===== src/rtl/gradient_noise_layer_accumulator_defines.svh =====
// ----------------------------------------------------------------------------
// gradient_noise_layer_accumulator_defines
// assertion macros shared by the noise accumulator rtl
// ----------------------------------------------------------------------------
`ifndef GRADIENT_NOISE_LAYER_ACCUMULATOR_DEFINES_SVH
`define GRADIENT_NOISE_LAYER_ACCUMULATOR_DEFINES_SVH

// check that is switched off while reset is applied
`define GNLA_ASSERT(label, prop, msg) \
  label: assert property (@(posedge clk) disable iff (rst) (prop)) else $error(msg);

// check that also holds across reset
`define GNLA_ASSERT_ALWAYS(label, prop, msg) \
  label: assert property (@(posedge clk) (prop)) else $error(msg);

`endif


===== src/rtl/gnla_ram.sv =====
// ----------------------------------------------------------------------------
// gnla_ram
// simple dual port ram, one write and one registered read per cycle
// ----------------------------------------------------------------------------
module gnla_ram #(
  parameter int WIDTH = 8,
  parameter int DEPTH = 16,
  localparam int AW = (DEPTH > 1) ? $clog2(DEPTH) : 1
) (
  input  logic             clk,
  input  logic             wr_en,
  input  logic [AW-1:0]    wr_addr,
  input  logic [WIDTH-1:0] wr_data,
  input  logic [AW-1:0]    rd_addr,
  output logic [WIDTH-1:0] rd_data
);

  logic [WIDTH-1:0] mem [DEPTH];

  // read returns the old data on a same address write
  always_ff @(posedge clk) begin
    if (wr_en) begin
      mem[wr_addr] <= wr_data;
    end
    rd_data <= mem[rd_addr];
  end

endmodule


===== config.mk =====
export PLATFORM = sky130hd
export DESIGN_NAME = gnla_ram
export DESIGN_NICKNAME = d
export VERILOG_FILES = /design/src/rtl/gradient_noise_layer_accumulator_defines.svh /design/src/rtl/gnla_ram.sv
export SDC_FILE = /design/constraint.sdc
export NUM_CORES = 1
export LEC_CHECK = 0
export BUFFER_PORTS_ARGS = -buffer_cell sky130_fd_sc_hd__buf_2
export CORE_MARGIN = 5
export CORE_UTILIZATION = 58
export DETAILED_ROUTE_END_ITERATION = 8
export PLACE_DENSITY = 0.88
export SYNTH_ARGS = -nofsm -noshare
export SYNTH_HDL_FRONTEND = slang
export SYNTH_SLANG_ARGS = --single-unit
export TNS_END_PERCENT = 50

===== constraint.sdc =====
create_clock -name clk -period 3.6 [get_ports clk]
set_clock_uncertainty 0.05 [all_clocks]
set_input_delay 0.72 -clock clk [delete_from_list [all_inputs] [get_ports clk]]
set_output_delay 0.72 -clock clk [all_outputs]
set_load 0.02 [all_outputs]

==> metrics list, run 1 <==
- Finish-stage setup viols: 0
- Setup slack on the worst flop-to-flop path: 2.16 ns
* I/O pin count: 26
- In this run the core area contains 34 standard-cell rows.
- The region available for standard cell placement spans just under 9000 um^2.
- Quantity of I/O buffers inserted on ports: 25
- Proportion of netlist area held by the largest area contributor: 0.747
* Clock transition at the registers of the reported paths: ~0.060 ns
- Yosys reg bits: about 140
- Cell at the root of the clock tree: sky130_fd_sc_hd__clkbuf_8
- The analysis attributes to cell leakage a power of just over 2 nW.
* Synthesized instance count: 229
- The smallest clock period supported by the final layout is computed as between 2 and 2.5 ns.
* Post-DP HPWL: about 5.8 mm
* Power density normalized to cell area: approximately 630 nW/um^2
- Net count after synthesis: between 200 and 250
- Number of buffers inserted by post-CTS setup repair: 0
- Net switching power: between 0.0007 and 0.0008 W
- Start point of the worst hold path: wr_data[5]
- The worst setup path is captured at a flip-flop.
- H-tree depth: 4
- Reg2Reg Capture Point: rd_data[4]$_DFF_P_
* Hold Vio Cnt, Final: 0
* Die area: approximately 11000 um^2
* Violation count after the first detailed-routing iteration: 171
- For this run, the total global-route usage over all layers was measured as 0.193.
- From synthesis to final layout, the design area changed by 16.6%.
* Detail Route Antenna Nets: 0
- Of the total power, the share spent switching nets is 0.191.
- For this run, global-route usage on met3 was measured as 0.0521.
- Of the synthesized area, sequential elements account for 0.778.
* Busiest layer in global routing: met2
- Relative contribution of combinational cells to total power: 0.044
- Hold timing on the final database bottoms out at a slack of 0.542 ns.
- Of the available clock period, the critical path in the final layout requires 0.573.
- Of the total power, registers draw 0.473.
- Counting along the longest clock path gives a buffer depth of 2.
* Sum of routed wire length over all layers: between 9 and 10 mm
- The initial antenna violation count was 0.
* Maximum number of pins on one net before global-route repair: 33
* R2r startpoint: mem[10][4]$_DFFE_PP_
- Across the VDD grid, the largest voltage drop is 0.000420 V.
* Clock network fraction of design power: 0.483
- Count of cell types in the netlist: 19
* Tightest Pin Transition: 0.933 ns
* Via count of the first global-routing pass: between 2000 and 3000
- Data on the critical path arrives at its endpoint at 2.40 ns.
- Placed cell count: 358
- Of the cells placed in the final design, the portion with a size suffix greater than 1 is 0.280.
* DIE HEIGHT: approximately 100 um
- Number of cells on the worst reg-to-reg path: 3
* CTS resizes: 0
- Along the worst path, the maximum fanout reaches 17.
- The worst setup path is of the input pin to flip-flop kind.
- Initial core utilization: 0.593
- RSZ-0062 raised after global routing: false
- The average instance in the mapped netlist occupies about 22 um^2.
* Internal Pwr Total: 0.00305 W
- Clock insertion delay at the later pin of the skew report: around 0.51 ns
* Post-DR vias/cell: 6.14
* Total DRC errors in the routed layout: 0
- Post-Route Utilization: 0.691
- Die width: between 100 and 150 um
* Result of the run: completed
- During synthesis, Yosys emitted a total of 0 warnings.
- Derived from the worst setup path, the maximum achievable clock frequency is roughly 480 MHz.
- The biggest area contributor in the post-synthesis netlist is sky130_fd_sc_hd__edfxtp_1.
* Global-route wire length before repair: between 15 and 20 mm
* WL/cell: around 25 um
- In the global route stage, met1 resource usage came out at 0.257.
* Sinks on the clock net: ~140
* Number of buffers inserted for hold repair after clock tree synthesis: 0
- The cell area that synthesis handed to floorplanning was ~5100 um^2.
* Clock buffer count from CTS: 17
- Summed over all failing endpoints, the final setup total negative slack is 0 ns.
- The number of antenna diodes in the final layout is 0.
* Kind of path behind the tightest hold check: input pin to flip-flop
- Measured against its own limit, the worst slew margin works out to 0.376.
- Post-route insts no fill: 390
- The worst hold path terminates at mem[4][5]$_DFFE_PP_.
* TritonCTS clock tree: yes
- The tool flagged a number of max-cap violations equal to 0.
- For met2 alone, demand over resource in global routing was 0.308.
* Placed cell area: approximately 5400 um^2
- DRT Pass-1 Iters: 4
- The worst setup path is launched from an input pin.
* Via count of the routed design: 2394
- Yosys attributes the largest share of cell area to sky130_fd_sc_hd__edfxtp_1, sky130_fd_sc_hd__mux4_2, sky130_fd_sc_hd__mux4_1, sky130_fd_sc_hd__dfxtp_1, sky130_fd_sc_hd__a22oi_1.
- Worst hold path cell count: 1
- For the worst setup path, the data required time is 3.94 ns.
* Overflow left after global routing: 0
- Final nets: between 200 and 300
- Routability-driven placement congestion ratio: roughly 0.7
- Area of all placed cells without fillers: between 6000 and 7000 um^2
* Final-report max-slew violation count: 0
-- state kept, by name, summed over array words and instances (netlist names) --
signal and flops:
mem 128, rd_data 8
-- worst max path at each step --
stage | start | end | slack [ns] | depth (start not counted)
after floorplan | wr_addr[2] | mem[0][0]$_DFFE_PP_ | 1.34 | 2
after global routing | rd_addr[0] | rd_data[1]$_DFF_P_ | 1.41 | 5
after global placement | rd_addr[0] | rd_data[3]$_DFF_P_ | 1.00 | 5
after CTS | rd_addr[0] | rd_data[1]$_DFF_P_ | 1.51 | 5
final | rd_addr[0] | rd_data[1]$_DFF_P_ | 1.54 | 5
after detailed placement | rd_addr[0] | rd_data[1]$_DFF_P_ | 0.97 | 5
-- metal layers --
metal,up-vias,wire [um]
li1,1052,-
met1,1226,3710
met2,105,5020
met3,11,735
met4,0,102
met5,-,0
-- final cells by class --
class                      instances  area [um^2]
tap                              108          135
timing repair buffer              31          170
sequential                       136         4000
clock inverter                    12          199
clock buffer                      20          435
fill                             528         2680
multi-input combinational         83         1060
-- Yosys cell counts --
master                            count
sky130_fd_sc_hd__nand3b_1             2
sky130_fd_sc_hd__and2_1               1
sky130_fd_sc_hd__or3b_2               1
sky130_fd_sc_hd__mux4_2              18
sky130_fd_sc_hd__nor3_1               4
sky130_fd_sc_hd__buf_6                3
sky130_fd_sc_hd__and2b_1              1
sky130_fd_sc_hd__mux4_1              14
sky130_fd_sc_hd__dfxtp_1              8
sky130_fd_sc_hd__nor2b_1              1
sky130_fd_sc_hd__nor2_1              13
sky130_fd_sc_hd__nand2b_1             2
sky130_fd_sc_hd__buf_2                3
sky130_fd_sc_hd__edfxtp_1           128
sky130_fd_sc_hd__nand3_1              1
sky130_fd_sc_hd__nand2_1              9
sky130_fd_sc_hd__clkdlybuf4s25_2      3
sky130_fd_sc_hd__buf_4                1
sky130_fd_sc_hd__a22oi_1             16
-- power by group through the flow --
stage	registers (W)	logic, W	clock network, W
after global placement	0.00181	0.000160	0
after floorplan	0.00182	0.0000899	0
after detailed placement	0.00181	0.000165	0
final	0.00178	0.000164	0.00182
after CTS	0.00178	0.000167	0.00184
after global routing	0.00178	0.000179	0.00192
-- stage by stage --
stage / total power [W] / setup WS, ns
CTS: 0.00379 / 1.51
global placement: 0.00197 / 1.00
detailed placement: 0.00198 / 0.972
finish: 0.00376 / 1.54
global route: 0.00389 / 1.41
floorplan: 0.00191 / 1.34
-- worst max-delay path, cell delays in order --
cell and delay (ns):
sky130_fd_sc_hd__buf_2 0.42, sky130_fd_sc_hd__buf_4 0.34, sky130_fd_sc_hd__mux4_1 0.60, sky130_fd_sc_hd__a22oi_1 0.24
sky130_fd_sc_hd__nand2_1 0.08
-- cells by family (layout without fill, tap and decap cells) --
group / Yosys count / after routing / share of synthesized area
AO/OA/AOI/OAI: 16 / 16 / 0.0233
AND/OR/NAND/NOR: 35 / 35 / 0.0318
multiplexers: 32 / 32 / 0.150
flip-flops: 136 / 136 / 0.778
buffers and inverters: 10 / 63 / 0.0168
-- layout by cell type (no fill, tap or decap), drive strengths merged --
cell type  instances
nand3              1
or3b               1
edfxtp           128
bufinv             5
buf               31
and2b              1
and2               1
a22oi             16
mux4              32
nor3               4
clkbuf            20
clkinv             4
nand2              9
dfxtp              8
nand2b             2
nor2b              1
clkinvlp           3
nand3b             2
nor2              13
Note: power is estimated with default switching activity, not from simulation.
==> inputs of run 2 (changes only) <==
--- a/config.mk
+++ b/config.mk
@@ -7,9 +7,9 @@
 export LEC_CHECK = 0
 export BUFFER_PORTS_ARGS = -buffer_cell sky130_fd_sc_hd__buf_2
 export CORE_MARGIN = 5
-export CORE_UTILIZATION = 58
+export CORE_UTILIZATION = 54
 export DETAILED_ROUTE_END_ITERATION = 8
-export PLACE_DENSITY = 0.88
+export PLACE_DENSITY = 0.86
 export SYNTH_ARGS = -nofsm -noshare
 export SYNTH_HDL_FRONTEND = slang
 export SYNTH_SLANG_ARGS = --single-unit
==> constraint.sdc (replaced) <==
create_clock -name clk -period 1.8 [get_ports clk]
set_clock_uncertainty 0.05 [all_clocks]
set_input_delay 0.36 -clock clk [delete_from_list [all_inputs] [get_ports clk]]
set_output_delay 0.36 -clock clk [all_outputs]
set_load 0.02 [all_outputs]
==> run 2 against run 1 <==
Compared with the run above: hold slack worse by 0.38 ns; wire length up 9.3%; combinational power up 120%; via count rose by 5.1%; critical path depth shrank 2; setup slack worse by 1.2 ns; final cell count increased by 10%; sequential cell count did not move; count of clock-buffer cells in the layout is 3 lower; critical path type is now flip-flop to flip-flop; highest routed layer unchanged.
==> metrics list, run 2 (synthesized netlist as in run 1, its figures left out) <==
- The slowest stage of the critical path belongs to the cell sky130_fd_sc_hd__mux4_1.
- Detail Route Antenna Nets: 0 (unchanged)
* Met2 layer usage reported by global route: 0.321 (+0.0137)
- The area inside the core boundary was 9280 um^2 (+7.0%).
- The cell area power density was 1170 nW/um^2 (+87%).
* Number of flip-flops in the largest register: 128 (unchanged)
- The worst setup path is captured at a flip-flop.
- Most common cell after layout, fill and taps aside: sky130_fd_sc_hd__edfxtp_1
* Worst hold path cell count: 1 (unchanged)
- Critical Path, Cell by Cell: mux4_1 > a22oi_1 > nand2_1
- Crit path arrival time: 1.79 ns (-0.61 ns)
- The depth of the most critical reg-to-reg path came to 3 (unchanged).
- RSZ-0062 raised after global routing: false
* Global-route usage over all layers: 0.197 (+0.00396)
* Clock buffer count from CTS: 17 (unchanged)
* Overflow left after global routing: 0 (unchanged)
- The clock sink count was 136 (unchanged).
* Cell at the root of the clock tree: sky130_fd_sc_hd__clkbuf_8
- The worst setup margin came to 0.364 ns (-1.17 ns).
- Maximum number of pins on one net before global-route repair: 33 (unchanged)
- The first-pass GRT wire length is 15.9 mm (+5.4%).
* I/O pin count: 26 (unchanged)
* Number of buffers inserted by post-CTS setup repair: 0 (unchanged)
* Placed cell count: 398 (+11%)
- Largest Register: mem
- Global routing usage on met1: 0.261 (+0.00415)
* Violation count after the first detailed-routing iteration: 236 (+38%)
- Data required time at the worst endpoint: 2.15 ns (-1.79 ns)
- Tightest Pin Transition: 0.419 ns (-0.514 ns)
- The proportion of layout cells with a drive suffix above 1 came to 0.339 (+0.0587).
- The area of the multi-input gates is 1060 um^2 (+0.47%).
* Number of maximum-capacitance constraint violations: 0 (unchanged)
- Diodes inserted: 0 (unchanged)
- The flow ran to the end, and the final reports show no timing, DRC or antenna violations.
- Signed area change from the synthesized netlist to the final layout: 19.5%
* Setup slack on the worst flop-to-flop path: 0.36 ns (-1.80 ns)
- The half-perimeter wire length after detailed placement is 6.49 mm (+13%).
- H-tree depth: 4 (unchanged)
- The count of hold-fix buffers inserted at cts came to 0 (unchanged).
- Die width: 108 um (+3.3%)
* Largest driver fanout on the critical path: 1 (-16)
* Fill cell total of the finished layout: 599 (+13%)
- Final critical delay including setup and external delays: 1.44 ns
- The worst setup path is launched from a flip-flop.
- The worst-case setup slack after placement came to -0.0740 ns (-1.05 ns).
- Relative max-transition margin: 0.720 (+0.345)
- Leak Pwr: 2.12 nW (+4.7%)
- The residual DRC count was 0 (unchanged).
- The number of standard cells in the final layout excluding fillers is 430 (+10%).
- The total detailed-routing wirelength came to 10.5 mm (+9.3%).
- Share of the clock period used by the worst path: 0.798
- Hold Vio Cnt, Final: 0 (unchanged)
- Finish-stage setup viols: 0 (unchanged)
* TritonCTS clock tree: yes
- The register cell area after layout is 4000 um^2 (unchanged).
* CP max stage delay: 0.56 ns (-0.04 ns)
- Setup Crit Path Kind: flip-flop to flip-flop
- The number of iterations in the first detailed-routing pass was 5 (+1).
- Post-Route Utilization: 0.663 (-0.0288)
- Achievable Freq: ~700 MHz
- The number of buffers on the longest clock path was 2 (unchanged).
* Via count of the routed design: 2515 (+5.1%)
- CTS resizes: 0 (unchanged)
- The largest registers in the layout are mem (128), rd_data (8).
* Final nets: 306 (+6.6%)
* Busiest layer in global routing: met2
* Initial core utilization: 0.554 (-0.0387)
* Maximum VDD drop: 0.000701 V (+67%)
* Post-layout total power: 0.00721 W (+92%)
- Antenna violations before repair: 0 (unchanged)
* Most frequent cells in the layout: sky130_fd_sc_hd__edfxtp_1, sky130_fd_sc_hd__buf_2, sky130_fd_sc_hd__buf_4
* Clock transition at the registers of the reported paths: 0.06 ns (about the same)
* Kind of path behind the tightest hold check: input pin to flip-flop
- The per-cell via count in the routed design is 5.85 (-4.7%).
- The average detailed-routed wire length per instance is 24.3 um (-0.84%).
* Clock insertion delay at the later pin of the skew report: 0.52 ns (about the same)
- The number of core rows came to 35 (+2.9%).
- Met3 Use GR: 0.0480 (-0.00415)
- The routability congestion estimate came to 0.774 (+8.5%).
- DIE HEIGHT: 108 um (+3.3%)
- Die area: 11600 um^2 (+6.7%)
* Final-report max-slew violation count: 0 (unchanged)
* Via count of the first global-routing pass: 2618 (+2.6%)
* Quantity of I/O buffers inserted on ports: 25 (unchanged)
## run 2: changes by cell type in the layout (fill, tap and decap cells not counted), sizes merged
cell | before | now
clkinvlp | 3 | 2
inv | 0 | 9
bufinv | 5 | 1
buf | 31 | 50
clkinv | 4 | 3
clkbuf | 20 | 17
## run 2: worst paths after layout
kind / startpoint / end
min: wr_data[7] / mem[6][7]$_DFFE_PP_
max: mem[5][0]$_DFFE_PP_ / rd_data[0]$_DFF_P_
min reg2reg: mem[12][7]$_DFFE_PP_ / rd_data[7]$_DFF_P_
max reg2reg: mem[5][0]$_DFFE_PP_ / rd_data[0]$_DFF_P_
## run 2: per-stage QoR
step                      area, um^2  hold WS, ns  setup TNS (ns)
final                           6150        0.164               0
after global routing            6150        0.160               0
after CTS                       6150        0.144               0
after detailed placement        5580        0.615          -0.155
after global placement          5580        0.603          -0.125
after floorplan                 5150        0.409               0
## run 2: area by class of cell
type	instances	share of cell area
multi-input cells	83	0.173
repair buffers	50	0.0569
flip-flops and latches	136	0.651
well taps	129	0.0262
clock buffers	17	0.0673
clock inverters	15	0.0260
## run 2: worst max-delay path, delay by kind of cell, from the launching register on
kind | cells | cell delay (ns)
multiplexers | 1 | 0.56
AND/OR/NAND/NOR | 1 | 0.09
AO/OA/AOI/OAI | 1 | 0.25
flip-flops | 1 | 0.37
## run 2: layer usage
| layer | wire length (um) | vias to the layer above |
|---|---|---|
| met2 | 5470 | 107 |
| met4 | 109 | 0 |
| met3 | 725 | 8 |
| met5 | 0 | - |
| li1 | - | 1098 |
| met1 | 4150 | 1302 |
## run 2: where the power goes
group	switching, W	total [W]	internal, W
Clock	0.00140	0.00329	0.00189
Combinational	0.000212	0.000363	0.000151
Sequential	0.0000219	0.00356	0.00354
==> inputs of run 3 (changes only) <==
--- a/config.mk
+++ b/config.mk
@@ -5,11 +5,12 @@
 export SDC_FILE = /design/constraint.sdc
 export NUM_CORES = 1
 export LEC_CHECK = 0
+export ABC_AREA = 1
 export BUFFER_PORTS_ARGS = -buffer_cell sky130_fd_sc_hd__buf_2
 export CORE_MARGIN = 5
-export CORE_UTILIZATION = 54
+export CORE_UTILIZATION = 55
 export DETAILED_ROUTE_END_ITERATION = 8
-export PLACE_DENSITY = 0.86
+export PLACE_DENSITY = 0.87
 export SYNTH_ARGS = -nofsm -noshare
 export SYNTH_HDL_FRONTEND = slang
 export SYNTH_SLANG_ARGS = --single-unit
==> constraint.sdc (replaced) <==
create_clock -name clk -period 1.3 [get_ports clk]
set_clock_uncertainty 0.05 [all_clocks]
set_input_delay 0.26 -clock clk [delete_from_list [all_inputs] [get_ports clk]]
set_output_delay 0.26 -clock clk [all_outputs]
set_load 0.02 [all_outputs]
==> run 3 against run 2 <==
Compared with the run above: via count rose by 70%; critical endpoint is now rd_data[0]; the run now ends with setup timing left; setup slack got worse by 0.37 ns; utilization is 0.97 points higher; combinational power up 100%; global-route usage is 3.5 points higher; critical path depth decreased by 2; sequential power is 39% higher; synthesized area is 12% higher; hold slack worse by 0.055 ns; register-to-register slack got worse by 0.21 ns.
==> metrics list, run 3 <==
- The net count after synthesis is 569 (+130%).
- Kind of path behind the tightest hold check: input pin to flip-flop
- Power density normalized to cell area: 1570 nW/um^2 (+34%)
- The top cell types in the final layout, fill and taps aside, are sky130_fd_sc_hd__nand2_1, sky130_fd_sc_hd__edfxtp_1, sky130_fd_sc_hd__inv_1.
- Number of buffers inserted for hold repair after clock tree synthesis: 0 (unchanged)
* Final-report max-slew violation count: 0 (unchanged)
- In this design, the largest share of critical-path delay is due to flip-flops.
- The half-perimeter wire length after detailed placement was 8.14 mm (+25%).
- Area of the mapped netlist: 5770 um^2 (+12%)
- Static timing analysis puts the maximum clock frequency at 765 MHz.
- Sinks on the clock net: 136 (unchanged)
- Clock insertion delay at the later pin of the skew report: 0.53 ns (about the same)
- The count of input and output buffers was 25 (unchanged).
- The number of fillers in the final layout came to 664 (+11%).
- The compound-cell area share of the yosys netlist is 0 (-0.0233).
* Min setup slack post-route: -0.00757 ns (-0.371 ns)
- The reported max-cap violation count was 0 (unchanged).
* Maximum count of clock buffers along a single path: 2 (unchanged)
* Beginning of the critical path: rd_data[0]$_DFF_P_
- Setup Crit Path Kind: flip-flop to primary output
- By count the netlist is led by sky130_fd_sc_hd__nand2_1, sky130_fd_sc_hd__edfxtp_1, sky130_fd_sc_hd__inv_1, sky130_fd_sc_hd__nand3_1, sky130_fd_sc_hd__nor2_1.
- Fraction of layout cells with a size suffix above 1: 0.157 (-0.181)
- The worst setup path is captured at a primary output.
- Slowest cell on crit path: sky130_fd_sc_hd__dfxtp_2
- Violation count after the first detailed-routing iteration: 840 (+260%)
- The instance count of the mapped netlist was 551 (+140%).
- The multiplexer share of the synthesized area came to 0 (-0.150).
- FP Rows: 37 (+5.7%)
- In this run the critical register-to-register path is captured at rd_data[1]$_DFF_P_.
* Share of synthesized cell area in and, or, nand and nor gates: 0.210 (+0.179)
- Number of cells on the critical path: 1 (-2)
* Critical Path, Cell by Cell: buf_6
- Most common cell after layout, fill and taps aside: sky130_fd_sc_hd__nand2_1
- In the final layout, the registers with the most flip-flops are mem (128), rd_data (8).
- Count of cell types in the netlist: 12 (-7)
- The combined buffer and inverter count along the critical path is 1 (+1).
- Largest driver fanout on the critical path: 1 (unchanged)
- DRT Pass-1 Iters: 6 (+1)
- XOR/XNOR share of the synthesized area: 0 (unchanged)
- Post-layout total power: 0.0109 W (+51%)
* Post-DR vias/cell: 5.68 (-2.8%)
* Proportion of netlist area held by the largest area contributor: 0.667 (-0.0802)
- Launching element type of the critical path: flip-flop
- Detail Route Antenna Nets: 0 (unchanged)
- The utilization of the core after routing is 0.672 (+0.00972).
* Number of warnings issued by yosys: 0 (unchanged)
* Global-route usage over all layers: 0.232 (+0.0352)
* Maximum number of pins on one net before global-route repair: 37 (+12%)
- Area of the multi-input gates: 1210 um^2 (+14%)
- Die width: 112 um (+4.4%)
- Library cell with the highest instance count after synthesis: sky130_fd_sc_hd__nand2_1
- H-tree depth: 4 (unchanged)
- The leakage component of the power is 3.03 nW (+43%).
- Among all flip-flop cells after synthesis, the most frequent one is sky130_fd_sc_hd__edfxtp_1.
- The worst hold-check slack was 0.108 ns (-0.0552 ns).
- Post-synthesis sequential area ratio: 0.694 (-0.0835)
- Finish-stage setup viols: 1 (+1)
- The placed cell area came to 6200 um^2 (+11%).
* Via count of the first global-routing pass: 4170 (+59%)
- The maximum VDD drop came to 0.00109 V (+56%).
* Cell at the root of the clock tree: sky130_fd_sc_hd__clkbuf_8
- Result of the run: complete, but fails checks
* Hold Vio Cnt, Final: 0 (unchanged)
- Die area: 12600 um^2 (+9.0%)
- The total number of vias is 4273 (+70%).
- The register cell area after layout is 4010 um^2 (+0.25%).
- The total detailed-routing wirelength came to 13.8 mm (+32%).
- The cell count of the worst hold path was 4 (+3).
- The number of enable flip-flop cells after synthesis is 128 (unchanged).
- The worst endpoint required time was 0.99 ns (-1.16 ns).
- The number of antenna cells inserted was 0 (unchanged).
- Number of cells on the worst reg-to-reg path: 6 (+3)
- Total DRC errors in the routed layout: 0 (unchanged)
- Signed area change from the synthesized netlist to the final layout: 19.8%
- The routability congestion estimate is 0.879 (+14%).
* WL/cell: 18.4 um (-24%)
- The first-pass GRT wire length was 22.2 mm (+40%).
* Largest Register: mem
- TritonCTS built the clock tree.
* Tightest Pin Transition: 0.380 ns (-0.0390 ns)
* FFs w/ async S/R, synth: 0 (unchanged)
- The headroom to the max-slew limit was 0.746 (+0.0260).
- The count of boundary I/O pins is 26 (unchanged).
- The starting density of the core is 0.561 (+0.00667).
- Number of flip-flops in the largest register: 128 (unchanged)
- The number of clock buffers inserted by TritonCTS was 17 (unchanged).
- RSZ-0062 raised after global routing: true
- Violations in the final reports: setup timing
- After synthesis, the cell types taking the most area are sky130_fd_sc_hd__edfxtp_1, sky130_fd_sc_hd__nand2_1, sky130_fd_sc_hd__nand3_1, sky130_fd_sc_hd__inv_1, sky130_fd_sc_hd__dfxtp_1.
* Placeable core region: 10300 um^2 (+11%)
- The mean area per synthesized cell was 10.5 um^2 (-53%).
- Antenna violations before repair: 0 (unchanged)
- Overflow left after global routing: 0 (unchanged)
* Final critical delay including setup and external delays: 1.31 ns
- R2r startpoint: mem[10][1]$_DFFE_PP_
* Cell type contributing the most total cell area after synthesis: sky130_fd_sc_hd__edfxtp_1
- Clock transition at the registers of the reported paths: 0.06 ns (about the same)
- DIE HEIGHT: 112 um (+4.4%)
- After synthesis, the largest family of logic cells by area is simple AND/OR/NAND/NOR gates.
- The largest incremental delay on the critical path is 0.35 ns (-0.21 ns).
- Share of the clock period used by the worst path: 1.01
* Yosys reg bits: 136 (unchanged)
- The final net count came to 621 (+100%).
- Crit path arrival time: 1.00 ns (-0.79 ns)
* Endpoint of the most critical setup path: rd_data[0]
- The adder-cell share of the synthesized area came to 0 (unchanged).
* Setup slack on the worst flop-to-flop path: 0.15 ns (-0.21 ns)
* Area of all placed cells without fillers: 6910 um^2 (+12%)
run 3: cell types whose count changed after synthesis, moves of 10 or more:
cell                      delta
sky130_fd_sc_hd__nand3_1    +96
sky130_fd_sc_hd__inv_1     +100
sky130_fd_sc_hd__buf_2      +10
sky130_fd_sc_hd__mux4_1     -14
sky130_fd_sc_hd__mux4_2     -18
sky130_fd_sc_hd__a22oi_1    -16
sky130_fd_sc_hd__nand2_1   +164
run 3: metrics by stage:
step / setup TNS [ns] / setup slack, ns / cells
6_report: -0.00757 / -0.00757 / 752
3_3_place_gp: -0.534 / -0.0353 / 720
2_1_floorplan: 0 / 0.0392 / 551
5_1_grt: -0.0815 / -0.0218 / 752
4_1_cts: -0.0570 / -0.0213 / 752
3_5_place_dp: -1.25 / -0.0645 / 720
run 3: logic make-up after synthesis:
logic type / count (synthesis)
buffers and inverters: 126
flip-flops: 136
AND/OR/NAND/NOR: 289
run 3: area by class of cell:
cell class / instances / area share
clock buffer: 21 / 0.0664
clock inverter: 11 / 0.0279
inverter: 102 / 0.0554
multi-input combinational: 289 / 0.176
sequential: 136 / 0.581
tap: 136 / 0.0246
timing repair buffer: 57 / 0.0692
run 3: timing repair:
item | in CTS | in global routing
pin swaps | 0 | 0
resized for setup | 22 | 2
setup endpoints to repair | 8 | 8
setup buffers | 0 | 0
run 3: routing by layer:
| layer | GRT usage | wire length [um] |
|---|---|---|
| met3 | 0.0561 | 1370 |
| met2 | 0.368 | 6660 |
| met5 | 0 | 0 |
| met4 | 0.131 | 675 |
| met1 | 0.294 | 5120 |
run 3: worst min path at each step:
stage | end | start
final | rd_data[5]$_DFF_P_ | rd_addr[2]
after CTS | rd_data[5]$_DFF_P_ | rd_addr[2]
after global placement | rd_data[4]$_DFF_P_ | mem[14][4]$_DFFE_PP_
after detailed placement | rd_data[4]$_DFF_P_ | mem[14][4]$_DFFE_PP_
after floorplan | mem[0][0]$_DFFE_PP_ | wr_data[0]
after global routing | rd_data[5]$_DFF_P_ | rd_addr[2]
run 3: power breakdown:
| group | internal (W) | switching (W) | total [W] |
|---|---|---|---|
| clock network | 0.00346 | 0.00173 | 0.00520 |
| registers | 0.00491 | 0.0000405 | 0.00495 |
| logic | 0.000247 | 0.000479 | 0.000726 |
